<file path="src/rtl/mvt_pkg.sv">
// shared types, constants and helpers of the 4x4 matrix-vector transform
package mvt_pkg;

	localparam int DIM         = 4;
	localparam int ROW_W       = $clog2(DIM);
	localparam int COMP_W      = 32;
	localparam int FRAC_W      = 16;
	localparam int PROD_W      = 2 * COMP_W;
	localparam int PAIR_W      = PROD_W + 1;
	localparam int SUM_W       = PROD_W + 2;
	localparam int SHIFT_W     = SUM_W - FRAC_W;
	localparam int QUEUE_DEPTH = 4;

	// one in q16.16
	localparam logic [COMP_W-1:0] Q_ONE = COMP_W'(1) << FRAC_W;
	localparam logic [COMP_W-1:0] Q_MAX = {1'b0, {(COMP_W-1){1'b1}}};
	localparam logic [COMP_W-1:0] Q_MIN = {1'b1, {(COMP_W-1){1'b0}}};

	typedef enum logic {
		OP_LOAD  = 1'b0,
		OP_XFORM = 1'b1
	} opcode_t;

	// classified item handed from front to back
	typedef struct packed {
		logic                         is_load;
		logic [ROW_W-1:0]             row;
		logic [DIM-1:0][COMP_W-1:0]   comp;
	} cmd_t;

	// queue status seen at the top level
	typedef struct packed {
		logic push;
		logic pop;
		logic full;
		logic empty;
	} q_stat_t;

	// clamp a floor-shifted sum into the signed 32-bit range
	function automatic logic [COMP_W-1:0] sat_q16(input logic [SHIFT_W-1:0] v);
		logic [SHIFT_W-COMP_W:0] top;
		top = v[SHIFT_W-1:COMP_W-1];
		if (top == '0 || top == '1) begin
			return v[COMP_W-1:0];
		end else if (v[SHIFT_W-1]) begin
			return Q_MIN;
		end else begin
			return Q_MAX;
		end
	endfunction

endpackage

</file>
<file path="src/rtl/mvt_queue.sv">
// short first-in first-out queue between front and back (power-of-two depth)
module mvt_queue import mvt_pkg::*; #(
	parameter int Depth = QUEUE_DEPTH
) (
	input  logic    clk,
	input  logic    arst_n,
	input  logic    in_valid,
	input  cmd_t    in_cmd,
	output logic    in_ready,
	output logic    out_valid,
	output cmd_t    out_cmd,
	input  logic    out_ready,
	output q_stat_t stat
);

	localparam int AW = $clog2(Depth);
	localparam int CW = $clog2(Depth + 1);

	cmd_t            mem_q [Depth];
	logic [AW-1:0]   wr_ptr_q;
	logic [AW-1:0]   rd_ptr_q;
	logic [CW-1:0]   count_q;
	logic            push;
	logic            pop;
	logic            full;
	logic            empty;

	assign full  = (count_q == CW'(Depth));
	assign empty = (count_q == '0);
	assign push  = in_valid && !full;
	assign pop   = out_valid && out_ready;

	assign in_ready  = !full;
	assign out_valid = !empty;
	assign out_cmd   = mem_q[rd_ptr_q];

	// pointers and fill count
	always_ff @(posedge clk or negedge arst_n) begin
		if (!arst_n) begin
			wr_ptr_q <= '0;
			rd_ptr_q <= '0;
			count_q  <= '0;
		end else begin
			if (push) begin
				wr_ptr_q <= wr_ptr_q + AW'(1);
			end
			if (pop) begin
				rd_ptr_q <= rd_ptr_q + AW'(1);
			end
			if (push && !pop) begin
				count_q <= count_q + CW'(1);
			end else if (pop && !push) begin
				count_q <= count_q - CW'(1);
			end
		end
	end

	// storage
	always_ff @(posedge clk) begin
		if (push) begin
			mem_q[wr_ptr_q] <= in_cmd;
		end
	end

	assign stat = '{push: push, pop: pop, full: full, empty: empty};

endmodule

</file>
<file path="config.mk">
export PLATFORM = sky130hd
export DESIGN_NAME = mvt_queue
export DESIGN_NICKNAME = d
export VERILOG_FILES = /design/src/rtl/mvt_pkg.sv /design/src/rtl/mvt_queue.sv
export SDC_FILE = /design/constraint.sdc
export NUM_CORES = 1
export LEC_CHECK = 0
export ABC_AREA = 0
export BUFFER_PORTS_ARGS = -buffer_cell sky130_fd_sc_hd__buf_2
export CAP_MARGIN = 20
export CELL_PAD_IN_SITES_DETAIL_PLACEMENT = 2
export CELL_PAD_IN_SITES_GLOBAL_PLACEMENT = 2
export CORE_ASPECT_RATIO = 1.1
export CORE_MARGIN = 2
export CORE_UTILIZATION = 48
export DETAILED_ROUTE_END_ITERATION = 10
export PLACE_DENSITY = 0.95
export SLEW_MARGIN = 30
export SYNTH_ARGS = -nofsm -noshare
export SYNTH_HDL_FRONTEND = slang
export SYNTH_SLANG_ARGS = --single-unit
</file>
<file path="constraint.sdc">
create_clock -name clk -period 7.1 [get_ports clk]
set_input_delay 0.71 -clock clk [delete_from_list [all_inputs] [get_ports clk]]
set_output_delay 0.71 -clock clk [all_outputs]
set_load 0.02 [all_outputs]
</file>
==> flow_metrics.tcl, run 1 <==
set metrics [dict create \
    status "aborted with a tool error" \
    stop_stage "detailed placement (3_5_place_dp)" \
    tool.error "[ERROR DPL-0033] detailed placement checks failed during check placement." \
    synth_mux_area_share_pct 15.4 \
    synth_area_per_cell_um2 26.6 \
    syn-num-nets 869 \
    synth_compound_area_share_pct 0 \
    synth_xor_xnor_area_share_pct 0.272 \
    synthCells 728 \
    die_h_um 215 \
    initial_utilization_pct 48.4 \
    synth_cell_types 19 \
    synth.top_cells.by_area "edfxtp_1, mux4_2, dfrtp_1" \
    num_rows 77 \
    fp.dieW_um 195 \
    ys_ff_latch 531 \
    synth_simple_gate_area_share_pct 0.298 \
    portBuffers 271 \
    syn-cell-area_um2 19300 \
    yosys.area.top_type "edfxtp_1" \
    synth_top_family_by_area "multiplexers" \
    yosys.area_share.adder_pct 0.427 \
    yosys_warnings 0 \
    dpl.hpwl_um 35200 \
    place.gp.congestion 0.693 \
    synth_top_cell_area_share_pct 81.4 \
    ys_seq_area_share_pct 82.3 \
    io_pins 272 \
]
## synthesized netlist by cell type
| master | number |
|---|---|
| nand3_1 | 1 |
| clkbuf_1 | 4 |
| inv_1 | 6 |
| nor2_1 | 2 |
| fa_1 | 1 |
| nor2b_1 | 1 |
| buf_6 | 9 |
| edfxtp_1 | 524 |
| mux2_2 | 2 |
| xor2_1 | 2 |
| mux4_2 | 131 |
| buf_2 | 17 |
| buf_4 | 5 |
| dfrtp_1 | 7 |
| nand2_1 | 2 |
| or3_1 | 1 |
| xnor2_1 | 4 |
| ha_1 | 5 |
| and2_1 | 4 |
## stage by stage
step	worst slack [ps]	cell area [µm²]	hold WS (ps)	std cells
after floorplan	2580	19300	414	728
after global placement	3640	21200	474	1490
## cells by family after synthesis
kind of cell / Yosys count
adders and majority gates: 6
DFF: 531
and+or+nand+nor: 11
muxes: 133
xor gates and xnor gates: 6
buffers and inverters: 41
==> run 2: changes to the inputs <==
- CELL_PAD_IN_SITES_DETAIL_PLACEMENT: 2 -> unset
- CELL_PAD_IN_SITES_GLOBAL_PLACEMENT: 2 -> unset
- CORE_ASPECT_RATIO: 1.1 -> unset
- CORE_UTILIZATION: 48 -> 35
- PLACE_DENSITY: 0.95 -> unset
- PLACE_DENSITY_LB_ADDON: unset -> 0.15
==> run 2 against run 1 <==
Against the previous run:
- the flow now finishes without violations
- synthesized cell count is the same
- synthesized area is the same
==> flow_metrics.tcl, run 2 <==
set metrics [dict create \
    status "completed" \
    endpoint_kind "output port" \
    cp_slowest_cell "buf_4" \
    num_rows 86 \
    ant_nets 0 \
    r2r-start "count_q[0]$_DFFE_PN0P_" \
    worst_path_largest_cell_delay_ps 710 \
    avgRoutedWirePerCell_um 22.3 \
    syn-cell-area_um2 19300 \
    dp_slack_ps 3590 \
    drt_pass1_iterations 4 \
    critical_path.top_delay_family "buffers and inverters" \
    largest_reg_flops 524 \
    netlist_top_cells_count "edfxtp_1, mux4_2, buf_2" \
    fp.dieW_um 239 \
    clock_path_buffers 3 \
    drv_slew 0 \
    drc 0 \
    critPathLaunchType "flip-flop" \
    synthFlopType "edfxtp_1" \
    drive_gt1_share_pct 46.2 \
    rsz0062_at_grt "false" \
    fmax_mhz 288 \
    top_regs "mem_q x524, count_q x3" \
    yosys_warnings 0 \
    r2r_end "mem_q[3][55]$_DFFE_PP_" \
    dpl.hpwl_um 23400 \
    slew_headroom_pct 38.7 \
    ys_seq_area_share_pct 82.3 \
    ctsHtreeMaxLevel 2 \
    post-route-period-util_pct 48.8 \
    p_per_area_nw_per_um2 442 \
    hold_viol_final 0 \
    fin_ws_ps 3630 \
    ys_async_sr_fraction_pct 1.32 \
    cp_cell_sequence "buf_4 > mux4_2 > buf_2" \
    die_h_um 239 \
    grt_pass1_vias 9007 \
    crit_required_ps 6390 \
    fin_setup_tns_ps 0 \
    cp_max_fo 39 \
    final_area_um2 23300 \
    routed_wl_um 40000 \
    final_common_cell "edfxtp_1" \
    finalSetupViolCount 0 \
    holdPathStages 1 \
    synth_top_cell_area_share_pct 81.4 \
    core_area_um2 54900 \
    track_usage_pct 13.9 \
    drt-initial-drc-count 471 \
    hold_class "in -> reg" \
    critPathBufInv 2 \
    yosysMostFrequentCell "edfxtp_1" \
    nets 1177 \
    tritoncts "built" \
    synthCells 728 \
    grt_pass1_wl_um 58300 \
    leakagePower_uw 0.00785 \
    tightestPinTransition_ps 920 \
    layout_common_cells "edfxtp_1, buf_2, mux4_2" \
    portBuffers 271 \
    clk_pin_slew_ps 60 \
    synth.top_cells.by_area "edfxtp_1, mux4_2, dfrtp_1" \
    clock_skew_ps 24.4 \
    fin_crit_ps 3470 \
    cts_buffers 56 \
    cts_sinks 531 \
    syn-num-nets 869 \
    fillers 4821 \
    synth_edf_count 524 \
    place.gp.congestion 0.680 \
    regMostFlops "mem_q" \
    cts-root-buf "clkbuf_16" \
    worstPathArrival_ps 2760 \
    r2r_slack_ps 3870 \
    vias_per_cell 4.79 \
    vias 8574 \
    synth_cell_types 19 \
    overflow 0 \
    antenna_found_initial 10 \
    ff2ff_path_depth 6 \
    ys_ff_latch 531 \
    clk_latency_ps 600 \
    area_growth_pct 20.4 \
    die_area_um2 57100 \
    place_area_um2 21500 \
    grt_max_degree 132 \
    yosys.area.top_type "edfxtp_1" \
    initial_utilization_pct 35.2 \
    synth_area_per_cell_um2 26.6 \
    holdCritStartpoint "in_cmd[15]" \
    cts_setup_buffers 0 \
    vdd_drop_max_uv 269 \
    critical_path_class "reg -> out" \
    io_pins 272 \
    worst_hold_path.endpoint "mem_q[2][15]$_DFFE_PP_" \
    drv_cap 0 \
]
## run 2: cell counts after synthesis
Identical to the previous run, type by type.
## run 2: cell type report
class                   instances  area, µm²  area share (%)
clock inverters                21        188           0.806
multi-input cells             156       3180            13.6
inverters                       6       22.5          0.0968
well taps                     704        881            3.78
clock buffers                  83       1560            6.71
diodes                          4       10.0          0.0430
repair buffers                285       1520            6.52
flip-flops and latches        531      15900            68.4
## run 2: worst max-delay path by stage
stage | from | to | slack, ps | depth (start not counted)
2_1_floorplan | in_valid | mem_q[0][0]$_DFFE_PP_ | 2580 | 3
3_3_place_gp | in_valid | mem_q[2][42]$_DFFE_PP_ | 3590 | 4
3_5_place_dp | in_valid | mem_q[3][22]$_DFFE_PP_ | 3590 | 4
4_1_cts | rd_ptr_q[1]$_DFFE_PN0P_ | out_cmd[8] | 3460 | 3
5_1_grt | rd_ptr_q[0]$_DFFE_PN0P_ | out_cmd[47] | 3390 | 3
6_report | rd_ptr_q[0]$_DFFE_PN0P_ | out_cmd[55] | 3630 | 3
## run 2: layer usage
metal | global-route usage, % | wire length [µm] | up-vias
met2 | 21.9 | 19400 | 196
li1 | - | - | 3765
met5 | 0 | 73 | -
met3 | 4.36 | 2610 | 69
met4 | 4.32 | 830 | 12
met1 | 18.4 | 17000 | 4532
## run 2: kinds of logic (layout without fill, tap and decap cells)
kind of cell	Yosys count	after routing	share of synthesized area (%)
DFF	531	531	82.3
xor gates and xnor gates	6	6	0.272
adders and majority gates	6	6	0.427
other	0	4	0
and+or+nand+nor	11	11	0.298
buffers and inverters	41	395	1.35
muxes	133	133	15.4
## run 2: timing repair
| item | CTS | global route |
|---|---|---|
| resized for setup | 0 | 0 |
| hold buffers | 1 | 0 |
| hold endpoints to repair | 7 | 0 |
## run 2: where the power goes
group / total [µW] / switching, µW / leakage, µW / internal (µW)
clock: 2760 / 1160 / 0.000841 / 1600
combinational: 3210 / 1970 / 0.00213 / 1240
sequential: 4320 / 170 / 0.00488 / 4150
## run 2: stage by stage
stage               hold slack [ps]  cells  power [µW]  utilization [%]
finish                          318   1790       10300             42.4
global route                    277   1788       10800             42.4
CTS                             264   1786       10500             42.4
detailed placement              491   1681        7720             39.2
global placement                481   1679        7700             39.1
floorplan                       414    728        6640                -
No activity file was read; power rests on OpenSTA's default activity.
==> run 3: changes to the inputs <==
- clock period: 7.1 -> 3 ns (I/O delays scaled with it)
==> run 3 against run 2 <==
Against the previous run:
- total power increased by 140%
- routed wire length increased by 0.92%
- clock power is 140% higher
- register-to-register slack got worse by 3000 ps
- cell area grew 6.5%
- largest power group unchanged
- die area unchanged
- highest routed layer unchanged
- final cell count rose by 8.1%
- combinational power increased by 150%
- global-route usage rose by 0.36 points
- non-clock buffer count is 149 higher
- flip-flop and latch count unchanged
==> flow_metrics.tcl, run 3 (same netlist as run 2, synthesis figures left out) <==
set metrics [dict create \
    hold_class "in -> async" \
    clk_pin_slew_ps 60 \
    grt_pass1_vias 9910 \
    vias_per_cell 4.72 \
    num_rows 86 \
    final_common_cell "edfxtp_1" \
    vdd_drop_max_uv 610 \
    finalSetupViolCount 0 \
    cp_cell_sequence "buf_12 > buf_4 > mux4_2 > buf_2" \
    portBuffers 271 \
    grt_max_degree 58 \
    power.total_uw 24700 \
    fmax_mhz 362 \
    grt_pass1_wl_um 61000 \
    routed_wl_um 40300 \
    antenna_found_initial 4 \
    tritoncts "built" \
    initial_utilization_pct 35.2 \
    post-route-period-util_pct 92.0 \
    area_growth_pct 28.2 \
    largest_reg_flops 524 \
    vias 9142 \
    die_area_um2 57100 \
    track_usage_pct 14.2 \
    fin_setup_tns_ps 0 \
    overflow 0 \
    final_cells 1935 \
    cts_buffers 56 \
    hold_viol_final 0 \
    cts-root-buf "clkbuf_16" \
    ant_nets 0 \
    cts_hold_buf 133 \
    crit_required_ps 2700 \
    cts_setup_buffers 0 \
    clk_latency_ps 590 \
    cp_slowest_cell "dfrtp_4" \
    fin_crit_ps 2760 \
    nets 1326 \
    status "completed" \
    critical_path_class "reg -> out" \
    cp_max_fo 22 \
    leakagePower_uw 0.00851 \
    post_cts_resized 0 \
    worst_path_largest_cell_delay_ps 570 \
    endpoint_kind "output port" \
    io_pins 272 \
    clock_skew_ps 6.76 \
    cts_sinks 531 \
    core_area_um2 54900 \
    fillers 4705 \
    worstPathArrival_ps 2460 \
    drc 0 \
    final_util_pct 45.2 \
    drive_gt1_share_pct 41.7 \
    tightestPinTransition_ps 489 \
    critPathLaunchType "flip-flop" \
    p_per_area_nw_per_um2 996 \
    place.gp.congestion 0.702 \
    die_h_um 239 \
    dpl.hpwl_um 24400 \
    slew_headroom_pct 67.4 \
    dp_cells 1698 \
    regMostFlops "mem_q" \
    ctsHtreeMaxLevel 2 \
    drv_cap 0 \
    rsz0062_at_grt "false" \
    fp.dieW_um 239 \
    drt_pass1_iterations 4 \
    layout_common_cells "edfxtp_1, buf_2, dlygate4sd3_1" \
    drt-initial-drc-count 431 \
    top_regs "mem_q x524, count_q x3" \
    avgRoutedWirePerCell_um 20.8 \
    drv_slew 0 \
    clock_path_buffers 3 \
]
run 3: final timing paths:
check                                     endpoint               startpoint  slack [ps]  cells past startpoint
setup / recovery                       out_cmd[24]  rd_ptr_q[0]$_DFFE_PN0P_         240                      4
hold / removal              count_q[1]$_DFFE_PN0P_                   arst_n          80                      2
setup reg to reg            count_q[2]$_DFFE_PN0P_   count_q[2]$_DFFE_PN0P_         860                      8
hold reg to reg             count_q[2]$_DFFE_PN0P_   count_q[2]$_DFFE_PN0P_         490                      1
max in group asynchronous  rd_ptr_q[1]$_DFFE_PN0P_                   arst_n        2740                      2
min in group clk           wr_ptr_q[0]$_DFFE_PN0P_                 in_valid         200                      4
run 3: report_power, final:
part	switching [µW]	total, µW	internal, µW	leakage (µW)
logic	4700	7960	3260	0.00279
registers	410	10200	9790	0.00488
clock network	2700	6510	3810	0.000837
run 3: layout make-up:
cell class / count / area [µm²] / area share [%]
inverters: 6 / 22.5 / 0.0909
clock inverters: 26 / 223 / 0.899
multi-input cells: 156 / 3180 / 12.8
clock buffers: 75 / 1490 / 6.03
diodes: 3 / 7.51 / 0.0303
repair buffers: 434 / 3060 / 12.4
well taps: 704 / 881 / 3.55
flip-flops and latches: 531 / 15900 / 64.2
run 3: layer usage:
metal  global-route usage [%]  share of wire [%]
met1                     19.5                 45
met2                     22.2                 47
met3                     4.18                6.7
met4                     3.98                2.1
met5                        0              0.025
run 3: critical path, delay by kind of cell, from the launching register on:
kind | cells | cell delay, ps
buffers and inverters | 3 | 720
multiplexers | 1 | 550
flip-flops | 1 | 570
run 3: per-stage QoR:
| step | hold slack, ps | setup slack, ps | cell area [µm²] |
|---|---|---|---|
| finish | 77.7 | 241 | 24800 |
| global route | 64.3 | 75.9 | 24800 |
| CTS | 37.1 | 149 | 24800 |
| detailed placement | 149 | 800 | 21700 |
| global placement | 150 | 809 | 21700 |
| floorplan | 4.41 | -43.1 | 19300 |
==> run 4: changes to the inputs <==
- CTS_BUF_LIST: unset -> sky130_fd_sc_hd__clkbuf_16
- SLEW_MARGIN: 30 -> unset
==> run 4 against run 3 <==
Against the previous run:
- final cell count unchanged
- sequential share of layout area did not move
- cell area did not move
- critical path depth did not move
- via count increased by 0.14%
- combinational power barely moved
- highest routed layer unchanged
==> flow_metrics.tcl, run 4 (same netlist as run 2, synthesis figures left out) <==
set metrics [dict create \
    tritoncts "built" \
    die_area_um2 57100 \
    largest_reg_flops 524 \
    clk_latency_ps 590 \
    hold_class "in -> async" \
    drt_pass1_iterations 4 \
    top_usage_layer "met2" \
    routed_wl_um 40400 \
    vias_per_cell 4.73 \
    met2_usage_pct 22.2 \
    clock_skew_ps 8.22 \
    clk_pin_slew_ps 60 \
    io_pins 272 \
    cp_slowest_cell "dfrtp_4" \
    fin_crit_ps 2760 \
    clock_path_buffers 3 \
    area_growth_pct 28.2 \
    multi_input_area_um2 3180 \
    grt_pass1_vias 9910 \
    worst_path_largest_cell_delay_ps 570 \
    avgRoutedWirePerCell_um 20.9 \
    dpl.hpwl_um 24400 \
    status "completed" \
    top_regs "mem_q x524, count_q x3" \
    cts-root-buf "clkbuf_16" \
    grt_max_degree 58 \
    vdd_drop_max_uv 612 \
    p_per_area_nw_per_um2 993 \
    post-route-period-util_pct 92.0 \
    fillers 4705 \
    layout_common_cells "edfxtp_1, buf_2, dlygate4sd3_1" \
    tightestPinTransition_ps 490 \
    die_h_um 239 \
    fin_ws_ps 240 \
    core_area_um2 54900 \
    cp_cell_sequence "buf_12 > buf_4 > mux4_2 > buf_2" \
    cts_setup_buffers 0 \
    hold_viol_final 0 \
    track_usage_pct 14.2 \
    cp_max_fo 22 \
    fp.dieW_um 239 \
    nets 1326 \
    dp_slack_ps 800 \
    place.gp.congestion 0.702 \
    ant_nets 0 \
    num_rows 86 \
    worstPathArrival_ps 2460 \
    ctsHtreeMaxLevel 2 \
    endpoint_kind "output port" \
    overflow 0 \
    critical_path_class "reg -> out" \
    critPathLaunchType "flip-flop" \
    drv_slew 0 \
    fin_setup_tns_ps 0 \
    post_cts_resized 0 \
    vias 9155 \
    portBuffers 271 \
    drt-initial-drc-count 451 \
    slew_headroom_pct 67.4 \
    regMostFlops "mem_q" \
    drive_gt1_share_pct 41.7 \
    cts_sinks 531 \
    antenna_found_initial 4 \
    initial_utilization_pct 35.2 \
    leakagePower_uw 0.00858 \
    crit_required_ps 2700 \
    cts_hold_buf 133 \
    cts_buffers 56 \
    grtUsageMet3_pct 4.18 \
    regArea_um2 15900 \
    fmax_mhz 362 \
    finalSetupViolCount 0 \
    grt_pass1_wl_um 61000 \
    drv_cap 0 \
    final_common_cell "edfxtp_1" \
    rsz0062_at_grt "false" \
    drc 0 \
    grtUsageMet1_pct 19.5 \
]
run 4: cell types whose count changed in the layout (fill, tap and decap cells not counted), sizes merged:
| cell | delta |
|---|---|
| clkbuf | -18 |
| inv | +18 |
run 4: layout make-up:
cell class | instances | share of cell area, %
multi-input combinational | 156 | 12.8
inverter | 6 | 0.0909
sequential | 531 | 64.2
antenna | 3 | 0.0303
clock inverter | 44 | 1.17
timing repair buffer | 434 | 12.4
clock buffer | 57 | 5.76
tap | 704 | 3.55
run 4: per-stage QoR:
stage	instances	util (%)	hold slack, ps	total power [µW]	instance area (µm²)
finish	1935	45.2	77.4	24600	24800
CTS	1932	45.1	36.9	25100	24800
global placement	1698	39.6	150	18400	21700
global route	1935	45.2	64.3	25900	24800
detailed placement	1698	39.6	149	18400	21700
floorplan	728	-	4.41	15600	19300
run 4: worst max-delay path, delay by kind of cell (launching register included):
family,cells,cell delay (ps)
buf+inv,3,710
flops,1,570
mux,1,550
run 4: report_power, final:
group	internal [µW]	switching (µW)
combinational	3260	4700
sequential	9790	410
clock	3750	2710
total	16800	7820
run 4: worst paths after layout:
kind / start / to / slack [ps] / depth (start not counted)
max: rd_ptr_q[0]$_DFFE_PN0P_ / out_cmd[24] / 240 / 4
min: arst_n / count_q[1]$_DFFE_PN0P_ / 80 / 2
max reg2reg: count_q[1]$_DFFE_PN0P_ / count_q[2]$_DFFE_PN0P_ / 860 / 8
min reg2reg: count_q[2]$_DFFE_PN0P_ / count_q[2]$_DFFE_PN0P_ / 490 / 1
max in group asynchronous: arst_n / rd_ptr_q[1]$_DFFE_PN0P_ / 2740 / 2
min in group clk: in_valid / wr_ptr_q[0]$_DFFE_PN0P_ / 190 / 4
run 4: metal layers:
layer	up-vias	share of wire, %
met5	-	0.025
met4	2	2.1
met3	59	6.4
met2	232	47
met1	4805	45
li1	4057	-
